[src/rtl/sfsh_pkg.sv]
// Shared types, constants and mixing functions of the S-box Feistel stream hash.
// No dependencies; used by the top level, front end, queue, lane and back end through scoped names.
package sfsh_pkg;

    localparam logic [63:0] SEED_RESET = 64'h517CC1B727220A95;
    localparam logic [63:0] GOLDEN     = 64'h9E3779B97F4A7C15;
    localparam logic [63:0] MIX_A      = 64'hBF58476D1CE4E5B9;
    localparam logic [63:0] MIX_B      = 64'h94D049BB133111EB;
    localparam logic [63:0] ROUND_MUL  = 64'h517CC1B727220A95;
    localparam logic [63:0] FINAL_KEY_ROUND = 64'd99;
    localparam int unsigned ROUNDS = 8;

    // configuration register indexes
    localparam logic CFG_SEED = 1'b0;
    localparam logic CFG_WIDE = 1'b1;

    localparam logic [7:0] SBOX [256] = '{
        8'h63,8'h7C,8'h77,8'h7B,8'hF2,8'h6B,8'h6F,8'hC5,8'h30,8'h01,8'h67,8'h2B,8'hFE,8'hD7,8'hAB,8'h76,
        8'hCA,8'h82,8'hC9,8'h7D,8'hFA,8'h59,8'h47,8'hF0,8'hAD,8'hD4,8'hA2,8'hAF,8'h9C,8'hA4,8'h72,8'hC0,
        8'hB7,8'hFD,8'h93,8'h26,8'h36,8'h3F,8'hF7,8'hCC,8'h34,8'hA5,8'hE5,8'hF1,8'h71,8'hD8,8'h31,8'h15,
        8'h04,8'hC7,8'h23,8'hC3,8'h18,8'h96,8'h05,8'h9A,8'h07,8'h12,8'h80,8'hE2,8'hEB,8'h27,8'hB2,8'h75,
        8'h09,8'h83,8'h2C,8'h1A,8'h1B,8'h6E,8'h5A,8'hA0,8'h52,8'h3B,8'hD6,8'hB3,8'h29,8'hE3,8'h2F,8'h84,
        8'h53,8'hD1,8'h00,8'hED,8'h20,8'hFC,8'hB1,8'h5B,8'h6A,8'hCB,8'hBE,8'h39,8'h4A,8'h4C,8'h58,8'hCF,
        8'hD0,8'hEF,8'hAA,8'hFB,8'h43,8'h4D,8'h33,8'h85,8'h45,8'hF9,8'h02,8'h7F,8'h50,8'h3C,8'h9F,8'hA8,
        8'h51,8'hA3,8'h40,8'h8F,8'h92,8'h9D,8'h38,8'hF5,8'hBC,8'hB6,8'hDA,8'h21,8'h10,8'hFF,8'hF3,8'hD2,
        8'hCD,8'h0C,8'h13,8'hEC,8'h5F,8'h97,8'h44,8'h17,8'hC4,8'hA7,8'h7E,8'h3D,8'h64,8'h5D,8'h19,8'h73,
        8'h60,8'h81,8'h4F,8'hDC,8'h22,8'h2A,8'h90,8'h88,8'h46,8'hEE,8'hB8,8'h14,8'hDE,8'h5E,8'h0B,8'hDB,
        8'hE0,8'h32,8'h3A,8'h0A,8'h49,8'h06,8'h24,8'h5C,8'hC2,8'hD3,8'hAC,8'h62,8'h91,8'h95,8'hE4,8'h79,
        8'hE7,8'hC8,8'h37,8'h6D,8'h8D,8'hD5,8'h4E,8'hA9,8'h6C,8'h56,8'hF4,8'hEA,8'h65,8'h7A,8'hAE,8'h08,
        8'hBA,8'h78,8'h25,8'h2E,8'h1C,8'hA6,8'hB4,8'hC6,8'hE8,8'hDD,8'h74,8'h1F,8'h4B,8'hBD,8'h8B,8'h8A,
        8'h70,8'h3E,8'hB5,8'h66,8'h48,8'h03,8'hF6,8'h0E,8'h61,8'h35,8'h57,8'hB9,8'h86,8'hC1,8'h1D,8'h9E,
        8'hE1,8'hF8,8'h98,8'h11,8'h69,8'hD9,8'h8E,8'h94,8'h9B,8'h1E,8'h87,8'hE9,8'hCE,8'h55,8'h28,8'hDF,
        8'h8C,8'hA1,8'h89,8'h0D,8'hBF,8'hE6,8'h42,8'h68,8'h41,8'h99,8'h2D,8'h0F,8'hB0,8'h54,8'hBB,8'h16
    };

    // one unit of work for the back end
    typedef struct packed {
        logic        is_empty;
        logic        is_final;
        logic        chain_start;
        logic        wide;
        logic [63:0] seed;
        logic [63:0] start_seed;
        logic [63:0] words;
        logic [63:0] index;
        logic [63:0] len;
    } job_t;

    typedef struct packed {
        logic start;
        logic ack;
    } lane_ctl_t;

    typedef struct packed {
        logic        idle;
        logic        res_valid;
        logic [63:0] res;
    } lane_stat_t;

    typedef struct packed {
        logic [63:0] hi;
        logic [63:0] lo;
    } hash_t;

    function automatic logic [63:0] rotl(input logic [63:0] x, input int unsigned n);
        return (x << n) | (x >> (64 - n));
    endfunction

    function automatic logic [63:0] sub_word(input logic [63:0] v);
        logic [63:0] r;
        for (int i = 0; i < 8; i++)
        begin
            r[i*8 +: 8] = SBOX[v[i*8 +: 8]];
        end
        return r;
    endfunction

    function automatic hash_t emit(input logic [63:0] hi, input logic [63:0] lo,
                                   input logic wide);
        hash_t h;
        if (wide)
        begin
            h.hi = hi ^ rotl(lo, 23);
            h.lo = lo ^ rotl(h.hi, 37);
        end
        else
        begin
            h.hi = hi;
            h.lo = '0;
        end
        return h;
    endfunction

endpackage

[src/rtl/sfsh_fifo.sv]
// Short job queue between front and back end.
// Depends on sfsh_pkg for the job type.
module sfsh_fifo (
    input  logic           clk,
    input  logic           rst_n,
    input  logic           push,
    input  sfsh_pkg::job_t din,
    input  logic           pop,
    output sfsh_pkg::job_t dout,
    output logic           full,
    output logic           empty
);
    localparam int DEPTH = 4;
    localparam int AW = $clog2(DEPTH);

    sfsh_pkg::job_t  mem [DEPTH];
    logic [AW-1:0]   wp_reg, wp_next, rp_reg, rp_next;
    logic [AW:0]     cnt_reg, cnt_next;

    assign full  = (cnt_reg == (AW+1)'(DEPTH));
    assign empty = (cnt_reg == '0);
    assign dout  = mem[rp_reg];

    always_comb
    begin
        wp_next  = push ? wp_reg + 1'b1 : wp_reg;
        rp_next  = pop ? rp_reg + 1'b1 : rp_reg;
        cnt_next = cnt_reg + (AW+1)'(push) - (AW+1)'(pop);
    end

    always_ff @(posedge clk or negedge rst_n)
    begin
        if (!rst_n)
        begin
            wp_reg  <= '0;
            rp_reg  <= '0;
            cnt_reg <= '0;
        end
        else
        begin
            wp_reg  <= wp_next;
            rp_reg  <= rp_next;
            cnt_reg <= cnt_next;
        end
    end

    always_ff @(posedge clk)
    begin
        if (push)
        begin
            mem[wp_reg] <= din;
        end
    end

endmodule

[config.mk]
export PLATFORM = sky130hd
export DESIGN_NAME = sfsh_fifo
export DESIGN_NICKNAME = d
export VERILOG_FILES = /design/src/rtl/sfsh_pkg.sv /design/src/rtl/sfsh_fifo.sv
export SDC_FILE = /design/constraint.sdc
export NUM_CORES = 1
export LEC_CHECK = 0
export ABC_AREA = 1
export BUFFER_PORTS_ARGS = -buffer_cell sky130_fd_sc_hd__buf_2
export CORE_AREA = 2 2 373 375
export CTS_BUF_LIST = sky130_fd_sc_hd__clkbuf_4 sky130_fd_sc_hd__clkbuf_8 sky130_fd_sc_hd__clkbuf_16
export DETAILED_ROUTE_END_ITERATION = 12
export DIE_AREA = 0 0 375 377
export PLACE_DENSITY = 0.56
export SLEW_MARGIN = 20
export SYNTH_ARGS = -nofsm -noshare
export SYNTH_HDL_FRONTEND = slang
export SYNTH_SLANG_ARGS = --single-unit
[constraint.sdc]
create_clock -name clk -period 8.4 [get_ports clk]
set_clock_uncertainty 0.15 [all_clocks]
set_input_delay 0.42 -clock clk [delete_from_list [all_inputs] [get_ports clk]]
set_output_delay 0.42 -clock clk [all_outputs]
set_load 0.02 [all_outputs]
; Word-level counts from Yosys, hierarchy flattened
; Memory sizes are Yosys's and may differ from the RTL's.
; Cells that the tools add are included.
[totals]
regBits = 7
ram_bits = 1296
input_bits = 328
output_inout_bits = 326
word_cells = 12
mem_count = 1
[classes]
addsub = 4
eq_ne = 1
n_mux = 2
reduce_logical = 1
[memory_table]
columns = name, depth, word_bits, read_ports, rd_ports_with_merged_regs, write_ports, line
row1 = mem, 4, 324, 1, 0, 1, sfsh_fifo.sv:16  ; sfsh_pkg::job_t mem [DEPTH];
[ops]
columns = operator, count
row1 = 2-bit by 1-bit adder with 2-bit output (second input constant), 2
row2 = 3-bit by 1-bit adder with 3-bit output, 1
row3 = 3-bit equality test (second input constant), 1
row4 = 3-bit zero test, 1
row5 = 3-bit by 1-bit subtractor with 3-bit output, 1
row6 = 1-bit two-way mux, 2

; Depth between registers and ports, before layout
; Gate-level depths: netlist of run 1.
[depth]
ltp_word = 2
mapped_depth = 10
depth_no_buf = 10

; Worst setup path after synthesis of run 1
; No wires, ideal clock.
[synth_timing]
path_kind = in2reg
startpoint = input port push
endpoint = memory mem[0][0] in the netlist's numbering (enable)
setup_ns = 0.675
arrival_time_ns = 6.967
required_ns = 7.575
setup_slack_ns = 0.608
stages = 3
cell_sequence = clkbuf_1 > nand2_1 > inv_1
[synth_between]
elab_chain_cells = 2
[synth_lines]
columns = item, line
row1 = start: declaration, sfsh_fifo.sv:6  ; input logic push,
row2 = 1-bit two-way mux, sfsh_fifo.sv:49  ; if (push)
row3 = 1-bit two-way mux (not written as such), sfsh_fifo.sv:51  ; mem[wp_reg] <= din;
row4 = end: declaration, sfsh_fifo.sv:16
; No other way between the ends.

==> reports/results.ini, run 1 <==
[outcome]
outcome = completed

[synth]
synth_fa_ha_area_share_pct = 0.174
yosys.cell_types.count = 15
synthCells = 5121
yosys_warnings = 0
syn-num-nets = 5456
netlist_area_um2 = 54500
yosysSeqAreaShare_pct = 71.7
synth_top_family_by_area = simple AND/OR/NAND/NOR gates
synth_xor_area_share_pct = 0.0482
synthMuxAreaShare_pct = 0
synth_compound_area_share_pct = 0.00918
ys_ff_latch = 1303
postSynthAreaPerCell_um2 = 10.6
yosys.area_share.simple_pct = 17.2

[final_layout]
drive_gt1_share_pct = 14.8
layout.nets = 6397
area_growth_pct = 23.5
largest_register_ffs = 1296

[timing]
period_minus_slack_ps = 4490
slew_violations = 0
finalSetupTns_ps = 0
max_slew_margin_pct = 17.9
tightest_slew_ps = 1230
setup_viol = 0
rsz0062_at_grt = no
worst_slack_ps = 3910
fmax_ghz = 0.223
final.period_utilization_pct = 53.4
hold_viol = 0

[drt]
wl_per_cell_um = 16.6
ant_nets = 0
drcViolationCount = 0
via_count = 35900
drt_first_pass_iters = 7
wirelength_um = 133000
first_iter_violations = 2024
via_per_inst = 4.50

[clock_tree]
cts-htree-levels = 4
clk_pin_slew_ps = 60
hold_buffers = 328
cts_buffers = 145
cts_tree = done
cts_resized = 0
clock_latency_ps = 750
cts_root_buffer = clkbuf_16
cts_setup_buffers = 0
clock-sinks = 1303
cts_buffer_depth = 3

[power_and_ir_drop]
switchingPower_mw = 9.41
total_power_mw = 23.9
p_leak_nw = 31.0
pwr-share-clk_pct = 25.3
power_per_cell_area_nw_per_um2 = 354
peakVddDrop_mv = 0.329
pwr-share-seq_pct = 36.9
p_comb_share_pct = 37.8
p_sw_share_pct = 39.4
p_int_mw = 14.4

[placed_design]
dpl.hpwl_um = 75000
io_buffers = 653
place_ws_ps = 4630
globalplace.congestion = 0.748

[setup_path]
crit_path_top_delay_cell = dfrtp_4
critPathArrivalTime_ps = 3920
path_cells = buf_4, buf_4, nand3_1, nand2_1, buf_2
slowest_delay_ps = 900
path_buf_inv = 3
crit_fanout = 66
start_kind = flop
crit_path_end_kind = output pin
path_delay_family = buffers and inverters
cpMostUsedCell = buf_4
cp_data_required_time_ps = 7830
crit_type = flop to output pin

[die]
rows = 136
fp.dieH_um = 377
die_x_um = 375
die-area_um2 = 141000
core_area_um2 = 137000
ios = 654
initial_core_util_pct = 39.8

[global_route]
antenna_found_initial = 16
grt_pass1_vias = 35200
grt_first_pass_wirelength_um = 203000
grt_start_max_net_pins = 204
gr-total-overflow = 0
grt_usage_pct = 18.6

[worst_hold_path]
hp-class = input port to flop

[run]
drv_cap = 0

[per-layer routing]
metal	share of wire [%]	vias up	track usage, %	wire (um)
met5	0.087	-	0	115
met4	2.6	18	6.09	3490
met3	6.2	236	4.71	8230
met2	48	822	31.1	64300
met1	43	17000	23.6	56500
li1	-	17900	-	-
[synth_stat cells]
| cell | instances | area (um^2) |
|---|---|---|
| nand3_1 | 649 | 3250 |
| nor3_1 | 2 | 10.0 |
| o21ai_0 | 1 | 5.00 |
| buf_1 | 7 | 26.3 |
| dfrtp_1 | 7 | 175 |
| nand2_1 | 1631 | 6120 |
| inv_2 | 2 | 7.51 |
| xor2_1 | 3 | 26.3 |
| clkbuf_1 | 65 | 244 |
| buf_4 | 3 | 22.5 |
| edfxtp_1 | 1296 | 38900 |
| fa_1 | 1 | 20.0 |
| ha_1 | 6 | 75.1 |
| inv_1 | 1308 | 4910 |
| buf_2 | 140 | 701 |
[per-stage QoR]
step           utilization, %  hold WS (ps)  instances  area (um^2)
2_1_floorplan               -         -25.6       5121        54500
3_3_place_gp             43.4           116       7381        59400
3_5_place_dp             43.4           120       7381        59400
4_1_cts                  49.1           185       7969        67300
5_1_grt                  49.1           226       7974        67300
6_report                 49.2           260       7979        67300
[power groups by stage]
stage / sequential, mW / combinational, mW / clock [mW]
global route: 8.90 / 9.92 / 6.46
CTS: 8.81 / 9.17 / 6.21
finish: 8.81 / 9.01 / 6.05
global placement: 8.92 / 8.95 / 0
detailed placement: 8.94 / 9.00 / 0
floorplan: 9.22 / 5.77 / 0
[cell families (layout without fill, tap and decap cells)]
kind of cell             Yosys count  count (layout)
buffers and inverters           1525            2579
XOR/XNOR                           3               3
AO/OA/AOI/OAI                      1               1
adder cells (fa/ha/maj)            7               7
flip-flops                      1303            1303
AND/OR/NAND/NOR                 2282            2282
other                              0              10
[placed cells by master (no fill, tap or decap)]
cell type / n
clkinv_2: 22
clkinv_4: 1
nand3_1: 649
ha_1: 6
buf_12: 12
dfrtp_4: 2
o21ai_0: 1
inv_6: 7
clkinv_8: 2
clkinv_1: 34
bufinv_16: 5
nor3_1: 2
buf_4: 16
inv_1: 1304
inv_16: 2
fa_1: 1
edfxtp_1: 1296
diode_2: 10
clkbuf_4: 34
buf_2: 653
clkinv_16: 1
inv_8: 6
xor2_1: 3
dfrtp_1: 5
clkinvlp_4: 2
clkbuf_16: 150
dlygate4sd3_1: 328
nand2_1: 1631
[area by class of cell]
cell class | count | area (um^2)
well taps | 1794 | 2240
repair buffers | 1009 | 6910
clock buffers | 184 | 4010
multi-input cells | 2293 | 9510
inverters | 1310 | 4960
diodes | 10 | 25.0
flip-flops and latches | 1303 | 39100
fillers | 12200 | 69600
clock inverters | 76 | 576
[final timing paths]
kind                                       startpoint                    end  slack, ps  cells past startpoint
worst min-delay path                          din[76]   mem[1][76]$_DFFE_PP_        260                      2
worst min register to register  wp_reg[0]$_DFFE_PN0P_  wp_reg[0]$_DFFE_PN0P_        400                      1
min in group asynchronous                       rst_n   cnt_reg[0]$_DFF_PN0_        490                      3
worst max register to register  wp_reg[1]$_DFFE_PN0P_  mem[1][154]$_DFFE_PP_       5070                      6
max in group asynchronous                       rst_n  rp_reg[1]$_DFFE_PN0P_       7310                      3
worst max-delay path            rp_reg[1]$_DFFE_PN0P_              dout[241]       3910                      5
No activity file was read; power rests on OpenSTA's default activity.
==> run 2, diff against run 1 <==
--- a/config.mk
+++ b/config.mk
@@ -11,7 +11,7 @@
 export CTS_BUF_LIST = sky130_fd_sc_hd__clkbuf_4 sky130_fd_sc_hd__clkbuf_8 sky130_fd_sc_hd__clkbuf_16
 export DETAILED_ROUTE_END_ITERATION = 12
 export DIE_AREA = 0 0 375 377
-export PLACE_DENSITY = 0.56
+export PLACE_DENSITY = 0.54
 export SLEW_MARGIN = 20
 export SYNTH_ARGS = -nofsm -noshare
 export SYNTH_HDL_FRONTEND = slang
==> constraint.sdc (replaced) <==
create_clock -name clk -period 4.35 [get_ports clk]
set_clock_uncertainty 0.15 [all_clocks]
set_input_delay 0.2175 -clock clk [delete_from_list [all_inputs] [get_ports clk]]
set_output_delay 0.2175 -clock clk [all_outputs]
set_load 0.02 [all_outputs]
==> run 2 against run 1 <==
Combinational power up 99%. Via count is 1.1% higher. Sequential share of layout area fell by 0.52 points. Total power grew 95%. Critical path type unchanged. Critical endpoint is now dout[155].
==> reports/results.ini, run 2 (synthesis results as in run 1) <==
[outcome]
outcome = completed

[die]
core_area_um2 = 137000
rows = 136
die_x_um = 375
fp.dieH_um = 377
initial_core_util_pct = 39.8
ios = 654
die-area_um2 = 141000

[timing]
hold_viol = 0
final.period_utilization_pct = 81.0
setup_viol = 0
slew_violations = 0
rsz0062_at_grt = no
fmax_ghz = 0.284
tightest_slew_ps = 1160
period_minus_slack_ps = 3520
max_slew_margin_pct = 22.5
whs_ps = 73.6

[power_and_ir_drop]
p_leak_nw = 31.3
peakVddDrop_mv = 0.512
power_per_cell_area_nw_per_um2 = 686

[drt]
via_count = 36300
drt_first_pass_iters = 6
via_per_inst = 4.53
first_iter_violations = 2457
wirelength_um = 137000
wl_per_cell_um = 17.0
ant_nets = 0
drcViolationCount = 0

[final_layout]
area_growth_pct = 24.6
ff_latch_area_um2 = 39100
layout_commonest_cell = nand2_1
layout.nets = 6441
drive_gt1_share_pct = 15.4
most-common-layout-cells = nand2_1, inv_1, edfxtp_1, buf_2, nand3_1
multi_input_area_um2 = 9520
largest_register_ffs = 1296
final_area_um2 = 67900
nFillCells = 12300

[setup_path]
crit_type = flop to output pin
crit_fanout = 152
crit_path_end_kind = output pin
start_kind = flop
cp_data_required_time_ps = 3980
path_cells = buf_12, nand3_1, nand2_1, buf_2
critPathArrivalTime_ps = 3160
path_delay_family = flip-flops
path_buf_inv = 2
crit_path_top_delay_cell = dfrtp_4
slowest_delay_ps = 840

[clock_tree]
cts-htree-levels = 4
cts_resized = 0
clock-sinks = 1303
clk_pin_slew_ps = 60
clock_latency_ps = 740
cts_root_buffer = clkbuf_16
cts_setup_buffers = 0
cts_buffers = 144
cts_tree = done
cts_buffer_depth = 3

[run]
drv_cap = 0

[global_route]
grt_usage_pct = 19.1
grt_start_max_net_pins = 202
grt_first_pass_wirelength_um = 208000
grt_pass1_vias = 35400
gr-total-overflow = 0
antenna_found_initial = 17

[placed_design]
dpl.hpwl_um = 81400
globalplace.congestion = 0.795
io_buffers = 653
dpl-instance-area_um2 = 60100

[worst_hold_path]
hp-class = input port to flop

==> run 2: repair_timing <==
item / CTS / global route
endpoints found under the setup margin: 0 / 0
hold endpoints to repair: 1309 / 0
hold buffers: 330 / 0
==> run 2: per-layer routing <==
layer	wire length (um)	track usage [%]
met4	3190	5.73
met2	66300	32.1
met3	8120	4.16
met1	58900	24.8
met5	92	0
==> run 2: final timing paths <==
path	slack [ps]	to	startpoint	cells past startpoint
worst min-delay path	70	mem[3][296]$_DFFE_PP_	din[296]	2
worst max register to register	1960	mem[0][41]$_DFFE_PP_	wp_reg[0]$_DFFE_PN0P_	6
worst min register to register	380	cnt_reg[2]$_DFF_PN0_	cnt_reg[1]$_DFF_PN0_	2
max in group asynchronous	3420	rp_reg[0]$_DFFE_PN0P_	rst_n	3
worst max-delay path	830	dout[155]	rp_reg[1]$_DFFE_PN0P_	4
min in group asynchronous	330	rp_reg[1]$_DFFE_PN0P_	rst_n	3
==> run 2: area by class of cell <==
cell class	instances	share of cell area, %
repair buffers	1054	11.1
clock inverters	74	0.845
clock buffers	183	5.86
diodes	11	0.0405
inverters	1310	7.28
multi-input cells	2293	14.0
flip-flops and latches	1303	57.5
well taps	1794	3.30
==> run 2: through the flow <==
step | cells | utilization [%] | setup WS, ps | power [mW] | setup TNS [ps]
final | 8022 | 49.6 | 826 | 46.6 | 0
after global routing | 8019 | 49.6 | 618 | 49.3 | 0
after CTS | 8011 | 49.6 | 761 | 47.3 | 0
after detailed placement | 7424 | 43.8 | 1600 | 35.2 | 0
after global placement | 7424 | 43.8 | 1580 | 35.1 | 0
after floorplan | 5121 | - | -1740 | 28.7 | -2240540
==> run 2: report_power, final <==
part / internal [mW] / total (mW) / switching [mW]
sequential: 16.4 / 17.0 / 0.587
clock: 6.93 / 11.7 / 4.78
combinational: 4.98 / 17.9 / 12.9
