<file path="config.mk">
export PLATFORM = sky130hd
export DESIGN_NAME = sfsh_front_flat
export DESIGN_NICKNAME = d
export VERILOG_FILES = /design/src/rtl/sfsh_pkg.sv /design/src/rtl/sfsh_if.sv /design/src/rtl/sfsh_front.sv /design/src/flat_wrapper.sv
export SDC_FILE = /design/constraint.sdc
export NUM_CORES = 1
export LEC_CHECK = 0
export BUFFER_PORTS_ARGS = -buffer_cell sky130_fd_sc_hd__buf_2
export CAP_MARGIN = 10
export CORE_MARGIN = 3
export CORE_UTILIZATION = 54
export CTS_CLUSTER_DIAMETER = 80
export DETAILED_ROUTE_END_ITERATION = 8
export GPL_ROUTABILITY_DRIVEN = 0
export HOLD_SLACK_MARGIN = 0.1
export PLACE_DENSITY = 0.81
export REMOVE_ABC_BUFFERS = 1
export SYNTH_ARGS = -nofsm -noshare
export SYNTH_HDL_FRONTEND = slang
export SYNTH_SLANG_ARGS = --single-unit
export TNS_END_PERCENT = 100
</file>
<file path="constraint.sdc">
create_clock -name clk -period 4.3 [get_ports clk]
set_input_delay 0.645 -clock clk [delete_from_list [all_inputs] [get_ports clk]]
set_output_delay 0.645 -clock clk [all_outputs]
set_load 0.1 [all_outputs]
</file>
<file path="src/rtl/sfsh_pkg.sv">
// Shared types, constants and mixing functions of the S-box Feistel stream hash.
// No dependencies; used by the top level, front end, queue, lane and back end through scoped names.
package sfsh_pkg;

    localparam logic [63:0] SEED_RESET = 64'h517CC1B727220A95;
    localparam logic [63:0] GOLDEN     = 64'h9E3779B97F4A7C15;
    localparam logic [63:0] MIX_A      = 64'hBF58476D1CE4E5B9;
    localparam logic [63:0] MIX_B      = 64'h94D049BB133111EB;
    localparam logic [63:0] ROUND_MUL  = 64'h517CC1B727220A95;
    localparam logic [63:0] FINAL_KEY_ROUND = 64'd99;
    localparam int unsigned ROUNDS = 8;

    // configuration register indexes
    localparam logic CFG_SEED = 1'b0;
    localparam logic CFG_WIDE = 1'b1;

    localparam logic [7:0] SBOX [256] = '{
        8'h63,8'h7C,8'h77,8'h7B,8'hF2,8'h6B,8'h6F,8'hC5,8'h30,8'h01,8'h67,8'h2B,8'hFE,8'hD7,8'hAB,8'h76,
        8'hCA,8'h82,8'hC9,8'h7D,8'hFA,8'h59,8'h47,8'hF0,8'hAD,8'hD4,8'hA2,8'hAF,8'h9C,8'hA4,8'h72,8'hC0,
        8'hB7,8'hFD,8'h93,8'h26,8'h36,8'h3F,8'hF7,8'hCC,8'h34,8'hA5,8'hE5,8'hF1,8'h71,8'hD8,8'h31,8'h15,
        8'h04,8'hC7,8'h23,8'hC3,8'h18,8'h96,8'h05,8'h9A,8'h07,8'h12,8'h80,8'hE2,8'hEB,8'h27,8'hB2,8'h75,
        8'h09,8'h83,8'h2C,8'h1A,8'h1B,8'h6E,8'h5A,8'hA0,8'h52,8'h3B,8'hD6,8'hB3,8'h29,8'hE3,8'h2F,8'h84,
        8'h53,8'hD1,8'h00,8'hED,8'h20,8'hFC,8'hB1,8'h5B,8'h6A,8'hCB,8'hBE,8'h39,8'h4A,8'h4C,8'h58,8'hCF,
        8'hD0,8'hEF,8'hAA,8'hFB,8'h43,8'h4D,8'h33,8'h85,8'h45,8'hF9,8'h02,8'h7F,8'h50,8'h3C,8'h9F,8'hA8,
        8'h51,8'hA3,8'h40,8'h8F,8'h92,8'h9D,8'h38,8'hF5,8'hBC,8'hB6,8'hDA,8'h21,8'h10,8'hFF,8'hF3,8'hD2,
        8'hCD,8'h0C,8'h13,8'hEC,8'h5F,8'h97,8'h44,8'h17,8'hC4,8'hA7,8'h7E,8'h3D,8'h64,8'h5D,8'h19,8'h73,
        8'h60,8'h81,8'h4F,8'hDC,8'h22,8'h2A,8'h90,8'h88,8'h46,8'hEE,8'hB8,8'h14,8'hDE,8'h5E,8'h0B,8'hDB,
        8'hE0,8'h32,8'h3A,8'h0A,8'h49,8'h06,8'h24,8'h5C,8'hC2,8'hD3,8'hAC,8'h62,8'h91,8'h95,8'hE4,8'h79,
        8'hE7,8'hC8,8'h37,8'h6D,8'h8D,8'hD5,8'h4E,8'hA9,8'h6C,8'h56,8'hF4,8'hEA,8'h65,8'h7A,8'hAE,8'h08,
        8'hBA,8'h78,8'h25,8'h2E,8'h1C,8'hA6,8'hB4,8'hC6,8'hE8,8'hDD,8'h74,8'h1F,8'h4B,8'hBD,8'h8B,8'h8A,
        8'h70,8'h3E,8'hB5,8'h66,8'h48,8'h03,8'hF6,8'h0E,8'h61,8'h35,8'h57,8'hB9,8'h86,8'hC1,8'h1D,8'h9E,
        8'hE1,8'hF8,8'h98,8'h11,8'h69,8'hD9,8'h8E,8'h94,8'h9B,8'h1E,8'h87,8'hE9,8'hCE,8'h55,8'h28,8'hDF,
        8'h8C,8'hA1,8'h89,8'h0D,8'hBF,8'hE6,8'h42,8'h68,8'h41,8'h99,8'h2D,8'h0F,8'hB0,8'h54,8'hBB,8'h16
    };

    // one unit of work for the back end
    typedef struct packed {
        logic        is_empty;
        logic        is_final;
        logic        chain_start;
        logic        wide;
        logic [63:0] seed;
        logic [63:0] start_seed;
        logic [63:0] words;
        logic [63:0] index;
        logic [63:0] len;
    } job_t;

    typedef struct packed {
        logic start;
        logic ack;
    } lane_ctl_t;

    typedef struct packed {
        logic        idle;
        logic        res_valid;
        logic [63:0] res;
    } lane_stat_t;

    typedef struct packed {
        logic [63:0] hi;
        logic [63:0] lo;
    } hash_t;

    function automatic logic [63:0] rotl(input logic [63:0] x, input int unsigned n);
        return (x << n) | (x >> (64 - n));
    endfunction

    function automatic logic [63:0] sub_word(input logic [63:0] v);
        logic [63:0] r;
        for (int i = 0; i < 8; i++)
        begin
            r[i*8 +: 8] = SBOX[v[i*8 +: 8]];
        end
        return r;
    endfunction

    function automatic hash_t emit(input logic [63:0] hi, input logic [63:0] lo,
                                   input logic wide);
        hash_t h;
        if (wide)
        begin
            h.hi = hi ^ rotl(lo, 23);
            h.lo = lo ^ rotl(h.hi, 37);
        end
        else
        begin
            h.hi = hi;
            h.lo = '0;
        end
        return h;
    endfunction

endpackage

</file>
<file path="src/rtl/sfsh_if.sv">
// Handshake channels of the stream hash: message bytes, hash results, register writes.
// Depends on nothing; each carries valid, ready and its payload.
interface sfsh_msg_if;
    logic       valid;
    logic       ready;
    logic [7:0] data_byte;
    logic       last_byte;
    logic       empty_message;
    modport source (output valid, data_byte, last_byte, empty_message, input ready);
    modport sink (input valid, data_byte, last_byte, empty_message, output ready);
endinterface


</file>
<file path="src/rtl/sfsh_front.sv">
// Front end: takes message bytes, assembles words and blocks, issues jobs.
// Depends on sfsh_pkg and the message channel interface.
module sfsh_front #(
    parameter int LENGTH_BITS = 32
) (
    input  logic             clk,
    input  logic             rst_n,
    sfsh_msg_if.sink         msg,
    input  logic [63:0]      seed,
    input  logic             wide,
    input  logic             full,
    output logic             push,
    output sfsh_pkg::job_t   job
);
    localparam int COUNT_BITS = LENGTH_BITS - 6;
    localparam logic [LENGTH_BITS-1:0] LEN_MAX = '1;

    logic [LENGTH_BITS-1:0] len_reg, len_next, len_inc;
    logic [COUNT_BITS-1:0]  bc_reg, bc_next;
    logic [5:0]             bib_reg, bib_next;
    logic [63:0]            wa_reg, wa_next;
    logic [63:0]            bwx_reg, bwx_next;
    logic [63:0]            ss_reg, ss_next;
    logic                   pend_reg, pend_next;

    logic [6:0]  n;
    logic [2:0]  tail;
    logic [63:0] wa, bwx_upd, tail_word;
    logic        word_full, finish, len_is0, accept;

    assign msg.ready = !full;
    assign accept    = msg.valid && msg.ready;

    always_comb
    begin
        n         = {1'b0, bib_reg} + 7'd1;
        tail      = n[2:0];
        wa        = {wa_reg[55:0], msg.data_byte};
        word_full = (tail == 3'd0);
        bwx_upd   = word_full ? (bwx_reg ^ wa) : bwx_reg;
        // left-align a short tail word
        tail_word = wa << {3'(4'd8 - {1'b0, tail}), 3'b000};
        finish    = (n == 7'd64) || msg.last_byte;
        len_is0   = (len_reg == '0);
        len_inc   = (len_reg == LEN_MAX) ? len_reg : len_reg + 1'b1;

        job.is_empty    = msg.empty_message;
        job.is_final    = msg.last_byte;
        job.chain_start = len_is0 || pend_reg;
        job.wide        = wide;
        job.seed        = seed;
        job.start_seed  = len_is0 ? seed : ss_reg;
        job.words       = word_full ? bwx_upd : (bwx_upd ^ tail_word);
        job.index       = 64'(bc_reg);
        job.len         = 64'(len_inc);

        len_next  = len_reg;
        bc_next   = bc_reg;
        bib_next  = bib_reg;
        wa_next   = wa_reg;
        bwx_next  = bwx_reg;
        ss_next   = ss_reg;
        pend_next = pend_reg;
        push      = 1'b0;

        if (accept)
        begin
            if (msg.empty_message)
            begin
                // drop any partial message
                push      = 1'b1;
                len_next  = '0;
                bc_next   = '0;
                bib_next  = '0;
                wa_next   = '0;
                bwx_next  = '0;
                pend_next = 1'b0;
            end
            else
            begin
                if (len_is0)
                begin
                    ss_next   = seed;
                    pend_next = 1'b1;
                end
                len_next = len_inc;
                if (finish)
                begin
                    push      = 1'b1;
                    pend_next = 1'b0;
                    bc_next   = bc_reg + 1'b1;
                    bib_next  = '0;
                    wa_next   = '0;
                    bwx_next  = '0;
                end
                else
                begin
                    bib_next = n[5:0];
                    bwx_next = bwx_upd;
                    wa_next  = word_full ? '0 : wa;
                end
                if (msg.last_byte)
                begin
                    len_next = '0;
                    bc_next  = '0;
                end
            end
        end
    end

    always_ff @(posedge clk or negedge rst_n)
    begin
        if (!rst_n)
        begin
            len_reg  <= '0;
            bc_reg   <= '0;
            bib_reg  <= '0;
            wa_reg   <= '0;
            bwx_reg  <= '0;
            pend_reg <= 1'b0;
        end
        else
        begin
            len_reg  <= len_next;
            bc_reg   <= bc_next;
            bib_reg  <= bib_next;
            wa_reg   <= wa_next;
            bwx_reg  <= bwx_next;
            pend_reg <= pend_next;
        end
    end

    always_ff @(posedge clk)
    begin
        ss_reg <= ss_next;
    end

endmodule

</file>
<file path="src/flat_wrapper.sv">
// flat-port wrapper written by rule: the top's interface ports become plain ports
module sfsh_front_flat 
#(
    parameter int LENGTH_BITS = 32
)
  (clk, rst_n, seed, wide, full, push, job, msg_valid, msg_data_byte, msg_last_byte, msg_empty_message, msg_ready);
  sfsh_msg_if msg_i ();
  input  logic clk;
  input  logic rst_n;
  input  logic [63:0] seed;
  input  logic wide;
  input  logic full;
  output logic push;
  output sfsh_pkg::job_t job;
  input wire logic [$bits(msg_i.valid)-1:0] msg_valid;
  input wire logic [$bits(msg_i.data_byte)-1:0] msg_data_byte;
  input wire logic [$bits(msg_i.last_byte)-1:0] msg_last_byte;
  input wire logic [$bits(msg_i.empty_message)-1:0] msg_empty_message;
  output wire logic [$bits(msg_i.ready)-1:0] msg_ready;
  assign msg_i.valid = msg_valid;
  assign msg_i.data_byte = msg_data_byte;
  assign msg_i.last_byte = msg_last_byte;
  assign msg_i.empty_message = msg_empty_message;
  assign msg_ready = msg_i.ready;
  sfsh_front #(.LENGTH_BITS(LENGTH_BITS)) u_core (.clk(clk), .rst_n(rst_n), .msg(msg_i), .seed(seed), .wide(wide), .full(full), .push(push), .job(job));
endmodule
</file>
Word-level counts from Yosys, hierarchy flattened

Cells that the tools add are included.

Shift operators: 1
Reduce and logical (&&, ||, !) cells: 11
Bitwise logic cells: 3
Multiplexer cells: 22
Add/subtract/negate cells: 4
Equal/unequal tests: 2

Operators by type and width:

| operator                                         | count |
|---|---|
| 2-to-1 mux 64 bit                                | 5 |
| 2-to-1 mux 56 bit                                | 3 |
| XOR 64 bit                                       | 2 |
| 2-to-1 mux 32 bit                                | 3 |
| 2-to-1 mux 26 bit                                | 3 |
| left shift 64 x 6 -> 64 bit                      | 1 |
| adder 32 x 1 -> 32 bit (second input constant)   | 1 |
| == test 32 bit (second input constant)           | 1 |
| zero test 32 bit                                 | 1 |
| adder 26 x 1 -> 26 bit (second input constant)   | 1 |
| 2-to-1 mux 6 bit                                 | 2 |
| adder 6 x 1 -> 7 bit (second input constant)     | 1 |
| == test 7 bit (second input constant)            | 1 |
| 2-to-1 mux 1 bit                                 | 6 |
| AND reduction 2 bit                              | 3 |
| nonzero test 3 bit                               | 2 |
| zero test 3 bit                                  | 1 |
| subtractor 1 x 3 -> 3 bit (first input constant) | 1 |
| logical OR 1 bit                                 | 2 |
| logical AND 1 bit                                | 1 |
| zero test 1 bit                                  | 1 |
| NOT 1 bit                                        | 1 |

Logic and storage cells: 50
Flip-flop bits (word level): 249

Logic depth before layout (Yosys ltp)

Gate-level depths: netlist (run 1).

Word-level depth: 6
Gate-level depth with buffers: 11
Mapped depth without buffers: 9

Least setup slack after synthesis (run 1)

Ideal clock, no wire load.

Path kind: register to output
Start point: register u_core.bib_reg[1]
End point: output port job[136] (netlist name)
Arrival: 4015 ps
Slack: -360 ps
Cell stages (with the launch flop): 9
Cell sequence: dfrtp_1 > ha_1 > ha_1 > inv_1 > ha_1 > clkbuf_1 > nor4_1 > a22oi_1 > xnor2_1

RTL lines:

| what                   | RTL line           | text |
|---|---|---|
| from (decl)            | sfsh_front.sv:20   | `logic [5:0] bib_reg, bib_next;` |
| from (signal assigned) | sfsh_front.sv:126  | `bib_reg <= bib_next;` |
| to (decl)              | flat_wrapper.sv:14 | `output sfsh_pkg::job_t job;` |

==> metrics.yaml, run 1 <==
outcome:
  status: "completed"
die:
  core_area_um2: 28200
  die_h_um: 176
  dieArea_um2: 31000
  io_pins: 405
  row_count: 61
  start_util_pct: 55.5
  die_w_um: 176
timing:
  setup_viol: 0
  hold_viol: 0
  fin_setup_tns_ns: 0
  finalCriticalPeriod_ns: 4.18
  slew_headroom_pct: 28.5
  fin_skew_ns: 0.00877
  fmax_mhz: 239
  period_share_pct: 97.1
  setup_ws_ns: 0.123
  slew_viol_final: 0
  worstMarginPinSlew_ns: 1.07
  whs_ns: 0.225
  rsz0062_at_grt: "false"
power_and_ir_drop:
  ir_drop_mv: 0.484
  power.density_nw_per_um2: 570
  p_switching_mw: 5.47
  p_seq_share_pct: 25.2
  pwr-share-clk_pct: 23.2
  power_leakage_nw: 8.19
  p_total_mw: 10.7
  p_sw_share_pct: 50.9
  internal_power_mw: 5.27
  p_comb_share_pct: 51.5
placement:
  post-dp-hpwl_um: 32700
  dpl_cell_area_um2: 17800
  pre_cts_ws_ns: 0.584
  dp_cells: 2120
  io_buffers: 332
drt:
  drt_iter0_markers: 1295
  finalWirelength_um: 46900
  drtAntennaViolNets: 0
  drtPass1Iterations: 5
  wire_per_inst_um: 21.5
  vias_per_cell: 6.00
  vias: 13100
  drcViolationCount: 0
global_routing:
  grt_max_degree: 108
  antenna_found_initial: 12
  grt_overflow_total: 0
  grt_pass1_vias: 12600
  track_usage_pct: 29.0
  grt_pass1_wl_um: 72000
final_layout:
  fin_util_pct: 66.8
  area_growth_pct: 20.3
  drive_gt1_share_pct: 30.1
  fill_cells: 2107
  nets: 1856
  fin_area_um2: 18800
  fin_cells: 2178
synthesis:
  yosysMostFrequentCell: "nand2_1"
  syn_area_um2: 15600
  yosysSeqAreaShare_pct: 41.9
  synth-seq-cells: 249
  synth-simple-area-share_pct: 13.5
  synth-edff-count: 64
  synth_top_family_by_area: "simple AND/OR/NAND/NOR gates"
  synth_commonest_cells: "210 x nand2_1, 185 x dfrtp_1, 138 x buf_4, 114 x xor2_1, 94 x nor2_1"
  synth_top_area_share_pct: 29.6
  synth-main-ff-cell: "dfrtp_1"
  ys_warn_count: 0
  synth_compound_area_share_pct: 12.3
  synth_area_leaders: "dfrtp_1 30%, edfxtp_1 12%, buf_4 6.6%"
  synth.area.mux_share_pct: 12.1
  synth_area_leader_cell: "dfrtp_1"
  synthAdderAreaFrac_pct: 0.480
  syn_inst: 1563
  synthXorXnorAreaFrac_pct: 9.46
  synth_area_per_cell_um2: 10.0
  async_flop_share_pct: 74.3
  ys_types: 68
clock_network:
  clock_sinks: 249
  hold_buffers: 0
  cts_tree: "built"
  cts_root_buf: "clkbuf_16"
  cts_made_buffers: 27
  cts_buffer_depth: 3
  htreeDepth: 1
  clkTransAtPathRegs_ns: 0.06
  clk_latency_ns: 0.54
worst_setup_path:
  cp-start-kind: "register"
  required_ns: 3.65
  end_kind: "output pin"
  arrival_ns: 3.53
  worstSetupPathType: "register to output pin"
  cp_max_fo: 14
  ff2ff_path_depth: 9
worst_hold_path:
  hp-class: "input pin to async pin"
flow_run:
  maxCapViolations: 0
worst max-delay path: stages (launching register included):
cell	delay, ns
dfrtp_1	0.45
ha_4	0.21
ha_4	0.29
inv_1	0.07
ha_1	0.61
and3_2	0.48
a221oi_1	0.15
a21oi_1	0.17
xor2_1	0.33
buf_12	0.22
layout make-up:
class	count	area (um2)	share of cell area, %
Multi-Input combinational cell	1105	7820	41.6
Clock inverter	8	119	0.632
Tap cell	378	473	2.51
Sequential cell	249	6550	34.8
Inverter	27	101	0.539
Clock buffer	42	843	4.48
Antenna cell	8	20.0	0.106
Timing Repair Buffer	361	2890	15.3
worst paths after layout:
check	endpoint	slack (ns)	from
hold reg to reg	u_core.pend_reg$_DFFE_PN0P_	0.49	u_core.pend_reg$_DFFE_PN0P_
min in group clk	u_core.ss_reg[10]$_DFFE_PP_	0.44	seed[10]
setup / recovery	job[161]	0.12	u_core.bib_reg[1]$_DFFE_PN0P_
max in group asynchronous	u_core.len_reg[27]$_DFFE_PN0P_	3.04	rst_n
hold / removal	u_core.wa_reg[42]$_DFFE_PN0P_	0.22	rst_n
setup reg to reg	u_core.bc_reg[8]$_DFFE_PN0P_	0.96	u_core.bib_reg[0]$_DFFE_PN0P_
repair_timing:
| action | 4_1_cts | 5_1_grt |
|---|---|---|
| resized for setup | 1 | 5 |
| endpoints found under the setup margin | 3 | 10 |
| setup buffers | 0 | 0 |
| pin swaps | 0 | 0 |
per-layer routing:
| layer | routed length, um | global-route usage (%) |
|---|---|---|
| met1 | 17900 | 37.6 |
| met5 | 7 | 0 |
| met2 | 23200 | 48.4 |
| met4 | 1910 | 11.1 |
| met3 | 3980 | 5.55 |
power by group through the flow:
stage               clock network (mW)  logic, mW  registers, mW
finish                            2.50       5.53           2.71
global route                      2.63       5.67           2.72
CTS                               2.52       5.52           2.70
detailed placement                   0       5.50           2.75
global placement                     0       5.45           2.74
floorplan                            0       4.24           2.74
cells in the final DEF, fill, tap and decap left out, drive strengths merged, types with 29 or more instances in the layout:
cell    count
mux2       65
conb       70
nand2     210
buf       361
a21oi      34
dfrtp     185
edfxtp     64
nand3      29
a22o       58
nor2       94
mux4       40
xnor2      55
clkbuf     42
xor2      114
o21ai      87
cells by family (layout without fill, tap and decap cells):
group,count (synthesis),in the layout
other cells,1,78
flops,249,249
compound gates,276,276
simple gates,454,454
mux,130,130
xor+xnor,169,169
buf+inv,278,438
fa+ha+maj,6,6
No activity file was read; power rests on OpenSTA's default activity.
==> run 2, diff against run 1 <==
PLACE_DENSITY = 0.82   (was 0.81)
==> run 2 against run 1 <==
Net effect: register-to-register slack hardly changed; worst setup slack improved by 0.078 ns; clock power decreased by 8.0%; first-iteration DRC count is 8.9% lower; critical path type unchanged; cell count is 0.32% lower; highest routed layer is now met4.
==> metrics.yaml, run 2 (synthesized netlist as in run 1, its figures left out) <==
placement:
  io_buffers: 332  # unchanged
  dpl_cell_area_um2: 17800  # about the same
  post-dp-hpwl_um: 32200  # was 32,700 um
die:
  io_pins: 405  # unchanged
  start_util_pct: 55.5  # unchanged
  die_w_um: 176  # unchanged
  row_count: 61  # unchanged
  die_h_um: 176  # unchanged
  dieArea_um2: 31000  # unchanged
  core_area_um2: 28200  # unchanged
final_layout:
  final_common_cell: "buf_2"  # unchanged
  drive_gt1_share_pct: 29.5  # was 30.1%
  nets: 1855  # was 1,856
  fin_area_um2: 18700  # was 18,800 um2
  final_cell_mix: "267 x buf_2, 210 x nand2_1, 184 x dfrtp_1"  # unchanged
  area_growth_pct: 19.5  # was 20.3%
worst_setup_path:
  crit_path_cell_trace: "ha_4 > ha_4 > inv_1 > ha_2 > inv_2 > buf_4 > a221oi_1 > a21oi_1 > xor2_1 > buf_12"  # was ha_4 > ha_4 > inv_1 > ha_1 > and3_2 > a221oi_1 > a21oi_1 > xor2_1 > buf_12
  cp_max_fo: 16  # was 14
  critical-path-max-stage-delay_ns: 0.47  # was 0.61 ns
  cp_common_cell: "ha_4"  # unchanged
  cp_slowest_cell: "ha_2"  # was ha_1
  arrival_ns: 3.45  # was 3.53 ns
  required_ns: 3.65  # about the same
  worstSetupPathType: "register to output pin"  # unchanged
  cp-start-kind: "register"  # unchanged
  end_kind: "output pin"  # unchanged
  crit_family: "adder cells"  # unchanged
  crit_buf_inv: 4  # was 2
drt:
  vias: 13000  # was 13,100
  wire_per_inst_um: 20.7  # was 21.5 um
  drt_iter0_markers: 1180  # was 1,295
  vias_per_cell: 5.97  # was 6.00
  drcViolationCount: 0  # unchanged
  drtAntennaViolNets: 0  # unchanged
  finalWirelength_um: 45000  # was 46,900 um
  drtPass1Iterations: 7  # was 5
global_routing:
  grt_pass1_vias: 12400  # was 12,600
  grt_pass1_wl_um: 69300  # was 72,000 um
  antenna_found_initial: 6  # was 12
  track_usage_pct: 27.6  # was 29.0%
  grt_max_degree: 95  # was 108
  grt_overflow_total: 0  # unchanged
clock_network:
  cts_made_buffers: 27  # unchanged
  htreeDepth: 1  # unchanged
  cts_resized: 0  # was 1
  cts_root_buf: "clkbuf_16"  # unchanged
  postCtsSetupBuffers: 0  # unchanged
  clk_latency_ns: 0.53  # was 0.54 ns
  hold_buffers: 0  # unchanged
  clock_sinks: 249  # unchanged
  clkTransAtPathRegs_ns: 0.06  # about the same
  cts_tree: "built"  # unchanged
  cts_buffer_depth: 3  # unchanged
timing:
  finalCriticalPeriod_ns: 4.10  # was 4.18 ns
  worstMarginPinSlew_ns: 1.06  # was 1.07 ns
  slew_viol_final: 0  # unchanged
  hold_viol: 0  # unchanged
  slew_headroom_pct: 29.5  # was 28.5%
  period_share_pct: 95.3  # was 97.1%
  fin_setup_tns_ns: 0  # unchanged
  setup_viol: 0  # unchanged
  rsz0062_at_grt: "false"  # unchanged
  fmax_mhz: 244  # was 239 MHz
  fin_skew_ns: 0.0124  # was 0.00877 ns
worst_hold_path:
  hp-class: "input pin to async pin"  # unchanged
power_and_ir_drop:
  p_total_mw: 10.5  # was 10.7 mW
  power_leakage_nw: 8.11  # was 8.19 nW
  ir_drop_mv: 0.323  # was 0.484 mV
  power.density_nw_per_um2: 561  # was 570 nW/um2
flow_run:
  maxCapViolations: 0  # unchanged
outcome:
  status: "completed"  # unchanged
==> run 2: area by class of cell <==
cell class / count / area (um2)
Antenna cell: 5 / 12.5
Clock buffer: 39 / 781
Inverter: 27 / 101
Fill cell: 2107 / 9480
Clock inverter: 8 / 85.1
Multi-Input combinational cell: 1105 / 7800
Sequential cell: 249 / 6550
Timing Repair Buffer: 360 / 2880
Tap cell: 378 / 473
==> run 2: final timing paths <==
kind                                                from                            end  slack [ns]  depth (start not counted)
max                        u_core.bib_reg[1]$_DFFE_PN0P_                       job[162]        0.20                         10
min                                                rst_n  u_core.wa_reg[28]$_DFFE_PN0P_        0.13                          1
max reg2reg                u_core.bib_reg[0]$_DFFE_PN0P_   u_core.bc_reg[8]$_DFFE_PN0P_        0.97                          9
min reg2reg                  u_core.pend_reg$_DFFE_PN0P_    u_core.pend_reg$_DFFE_PN0P_        0.51                          2
max in group asynchronous                          rst_n   u_core.wa_reg[9]$_DFFE_PN0P_        3.27                          2
min in group clk                                seed[19]    u_core.ss_reg[19]$_DFFE_PP_        0.45                          2
==> run 2: metrics by stage <==
| stage | setup WS [ns] | hold slack, ns | cells | utilization [%] |
|---|---|---|---|---|
| 4_1_cts | 0.0163 | 0.159 | 2166 | 66.3 |
| 5_1_grt | 0.0348 | 0.191 | 2170 | 66.3 |
| 3_3_place_gp | 0.700 | 0.471 | 2119 | 63.2 |
| 3_5_place_dp | 0.595 | 0.499 | 2119 | 63.2 |
| 6_report | 0.201 | 0.132 | 2171 | 66.3 |
| 2_1_floorplan | -3.06 | 0.349 | 1381 | - |
==> run 2: power by group <==
part	switching [mW]	leakage [nW]	internal (mW)	total [mW]
Combinational	4.38	4.53	1.09	5.47
Clock	0.931	0.425	1.36	2.30
Sequential	0.0951	3.16	2.61	2.71
Total	5.41	8.11	5.07	10.5
==> run 2: per-layer routing <==
metal	track usage (%)	vias to the layer above	part of all wire, %
li1	-	5760	-
met1	35.6	6399	38
met2	47.5	706	50
met3	5.01	88	8.6
met4	8.78	0	3.1
met5	0	-	0
==> run 2: worst reg2reg max path: stages, from the launching register on <==
cell	delay, ns
dfrtp_2	0.39
buf_4	0.71
nand4_1	0.33
o31ai_4	0.49
nand2_1	0.10
buf_4	0.20
clkinv_1	0.09
buf_4	0.47
o21ai_0	0.21
a32o_1	0.24
==> run 3, diff against run 2 <==
CORE_ASPECT_RATIO = 1.2   (was unset)
==> run 3 against run 2 <==
Net effect: register-to-register slack worse by 0.20 ns; via count up 1.4%; non-clock buffer count down 2; design area about the same; sequential cell count unchanged; sequential power about the same; critical path type unchanged.
==> metrics.yaml, run 3 (synthesized netlist as in run 1, its figures left out) <==
outcome:
  status: "completed"  # unchanged
power_and_ir_drop:
  power_leakage_nw: 8.12  # was 8.11 nW
  ir_drop_mv: 0.529  # was 0.323 mV
  p_total_mw: 10.7  # was 10.5 mW
  power.density_nw_per_um2: 571  # was 561 nW/um2
worst_setup_path:
  arrival_ns: 3.47  # was 3.45 ns
  worstSetupPathType: "register to output pin"  # unchanged
  crit_family: "buffers and inverters"  # was adder cells
  end_kind: "output pin"  # unchanged
  required_ns: 3.65  # about the same
  crit_path_cell_trace: "buf_4 > nand4_1 > o31ai_4 > buf_4 > nand2_1 > clkinv_1 > buf_2"  # was ha_4 > ha_4 > inv_1 > ha_2 > inv_2 > buf_4 > a221oi_1 > a21oi_1 > xor2_1 > buf_12
  crit_buf_inv: 4  # unchanged
  cp_common_cell: "buf_4"  # was ha_4
  cp-start-kind: "register"  # unchanged
  cp_slowest_cell: "buf_4"  # was ha_2
  critical-path-max-stage-delay_ns: 0.71  # was 0.47 ns
  cp_max_fo: 72  # was 16
final_layout:
  area_growth_pct: 19.5  # about the same
  final_cell_mix: "270 x buf_2, 210 x nand2_1, 184 x dfrtp_1"  # was 267 x buf_2, 210 x nand2_1, 184 x dfrtp_1
  fin_cells: 2173  # was 2,171
  nets: 1852  # was 1,855
  fill_cells: 2095  # was 2,107
  fin_util_pct: 66.2  # was 66.3%
  fin_area_um2: 18700  # about the same
  final_common_cell: "buf_2"  # unchanged
  drive_gt1_share_pct: 29.7  # was 29.5%
drt:
  vias: 13100  # was 13,000
  drtAntennaViolNets: 0  # unchanged
  dr_wl_met2_um: 23200  # was 22,600 um
  drtPass1Iterations: 7  # unchanged
  finalWirelength_um: 48900  # was 45,000 um
  route.met3.wl_um: 6120  # was 3850 um
  drcViolationCount: 0  # unchanged
  met1_length_um: 16800  # was 17,200 um
  drt_iter0_markers: 1190  # was 1,180
  top_layer: "met5"  # was met4
  vias_per_cell: 6.04  # was 5.97
  wire_per_inst_um: 22.5  # was 20.7 um
die:
  row_count: 67  # was 61
  die_h_um: 192  # was 176 um
  io_pins: 405  # unchanged
  dieArea_um2: 31000  # about the same
  start_util_pct: 55.4  # was 55.5%
  core_area_um2: 28300  # was 28,200 um2
  die_w_um: 161  # was 176 um
timing:
  whs_ns: 0.159  # was 0.132 ns
  setup_viol: 0  # unchanged
  fin_setup_tns_ns: 0  # unchanged
  slew_viol_final: 0  # unchanged
  finalCriticalPeriod_ns: 4.12  # was 4.10 ns
  fin_skew_ns: 0.0208  # was 0.0124 ns
  setup_ws_ns: 0.181  # was 0.201 ns
  slew_headroom_pct: 34.1  # was 29.5%
  period_share_pct: 95.8  # was 95.3%
  worstMarginPinSlew_ns: 0.985  # was 1.06 ns
  hold_viol: 0  # unchanged
  fmax_mhz: 243  # was 244 MHz
  rsz0062_at_grt: "false"  # unchanged
flow_run:
  maxCapViolations: 0  # unchanged
global_routing:
  grt_pass1_wl_um: 72900  # was 69,300 um
  grt_pass1_vias: 12500  # was 12,400
  grt_overflow_total: 0  # unchanged
  antenna_found_initial: 19  # was 6
  track_usage_pct: 29.9  # was 27.6%
  grt_max_degree: 103  # was 95
clock_network:
  clkTransAtPathRegs_ns: 0.06  # about the same
  postCtsSetupBuffers: 0  # unchanged
  htreeDepth: 1  # unchanged
  clock_sinks: 249  # unchanged
  cts_buffer_depth: 3  # unchanged
  cts_made_buffers: 26  # was 27
  hold_buffers: 0  # unchanged
  clk_latency_ns: 0.54  # was 0.53 ns
  cts_tree: "built"  # unchanged
  cts_root_buf: "clkbuf_16"  # unchanged
placement:
  dp_cells: 2118  # was 2,119
  dpl_cell_area_um2: 17700  # was 17,800 um2
  io_buffers: 332  # unchanged
  pre_cts_ws_ns: 0.452  # was 0.595 ns
  post-dp-hpwl_um: 35500  # was 32,200 um
worst_hold_path:
  hp-class: "input pin to async pin"  # unchanged
run 3: cell types whose count changed in the layout (fill, tap and decap cells not counted), sizes merged:
cell,change
buf,-4
clkbuf,-2
diode,+2
clkinv,-1
clkinvlp,+3
bufinv,+3
run 3: repair_timing:
action / CTS / global route
hold endpoints to repair: 0 / 0
setup endpoints to repair: 17 / 16
resized for setup: 2 / 4
pin swaps: 0 / 0
run 3: where the power goes:
| part | switching [mW] | internal, mW | total [mW] |
|---|---|---|---|
| sequential | 0.0959 | 2.61 | 2.71 |
| clock | 0.978 | 1.55 | 2.52 |
| combinational | 4.37 | 1.07 | 5.44 |
run 3: per-layer routing:
layer	up-vias	track usage [%]
li1	5753	-
met1	6411	35.2
met2	779	48.2
met3	166	11.5
met4	22	14.5
met5	-	0
run 3: worst register-to-register path: cells and delay by family, from the launching register on:
kind / cells / cell delay, ns
buffers and inverters: 4 / 1.65
AND/OR/NAND/NOR: 2 / 0.66
AO/OA/AOI/OAI: 3 / 0.72
flip-flops: 1 / 0.39
run 3: layout make-up:
cell class	instances	area [um2]	share of cell area, %
repair buffers	358	2790	14.9
clock buffers	35	764	4.09
inverters	27	106	0.569
multi-input cells	1105	7790	41.7
well taps	379	474	2.54
flip-flops and latches	249	6550	35.0
diodes	7	17.5	0.0937
clock inverters	13	194	1.04
run 3: final timing paths:
path                                               start                             end  slack (ns)  cells after the start
min in group clk                                 seed[9]      u_core.ss_reg[9]$_DFFE_PP_        0.44                      2
min reg2reg                  u_core.pend_reg$_DFFE_PN0P_     u_core.pend_reg$_DFFE_PN0P_        0.51                      2
max reg2reg                u_core.bib_reg[0]$_DFFE_PN0P_    u_core.bc_reg[8]$_DFFE_PN0P_        0.77                      9
min                                                rst_n  u_core.bwx_reg[51]$_DFFE_PN0P_        0.16                      1
max                        u_core.bib_reg[0]$_DFFE_PN0P_                            push        0.18                      7
max in group asynchronous                          rst_n  u_core.len_reg[31]$_DFFE_PN0P_        3.02                      2
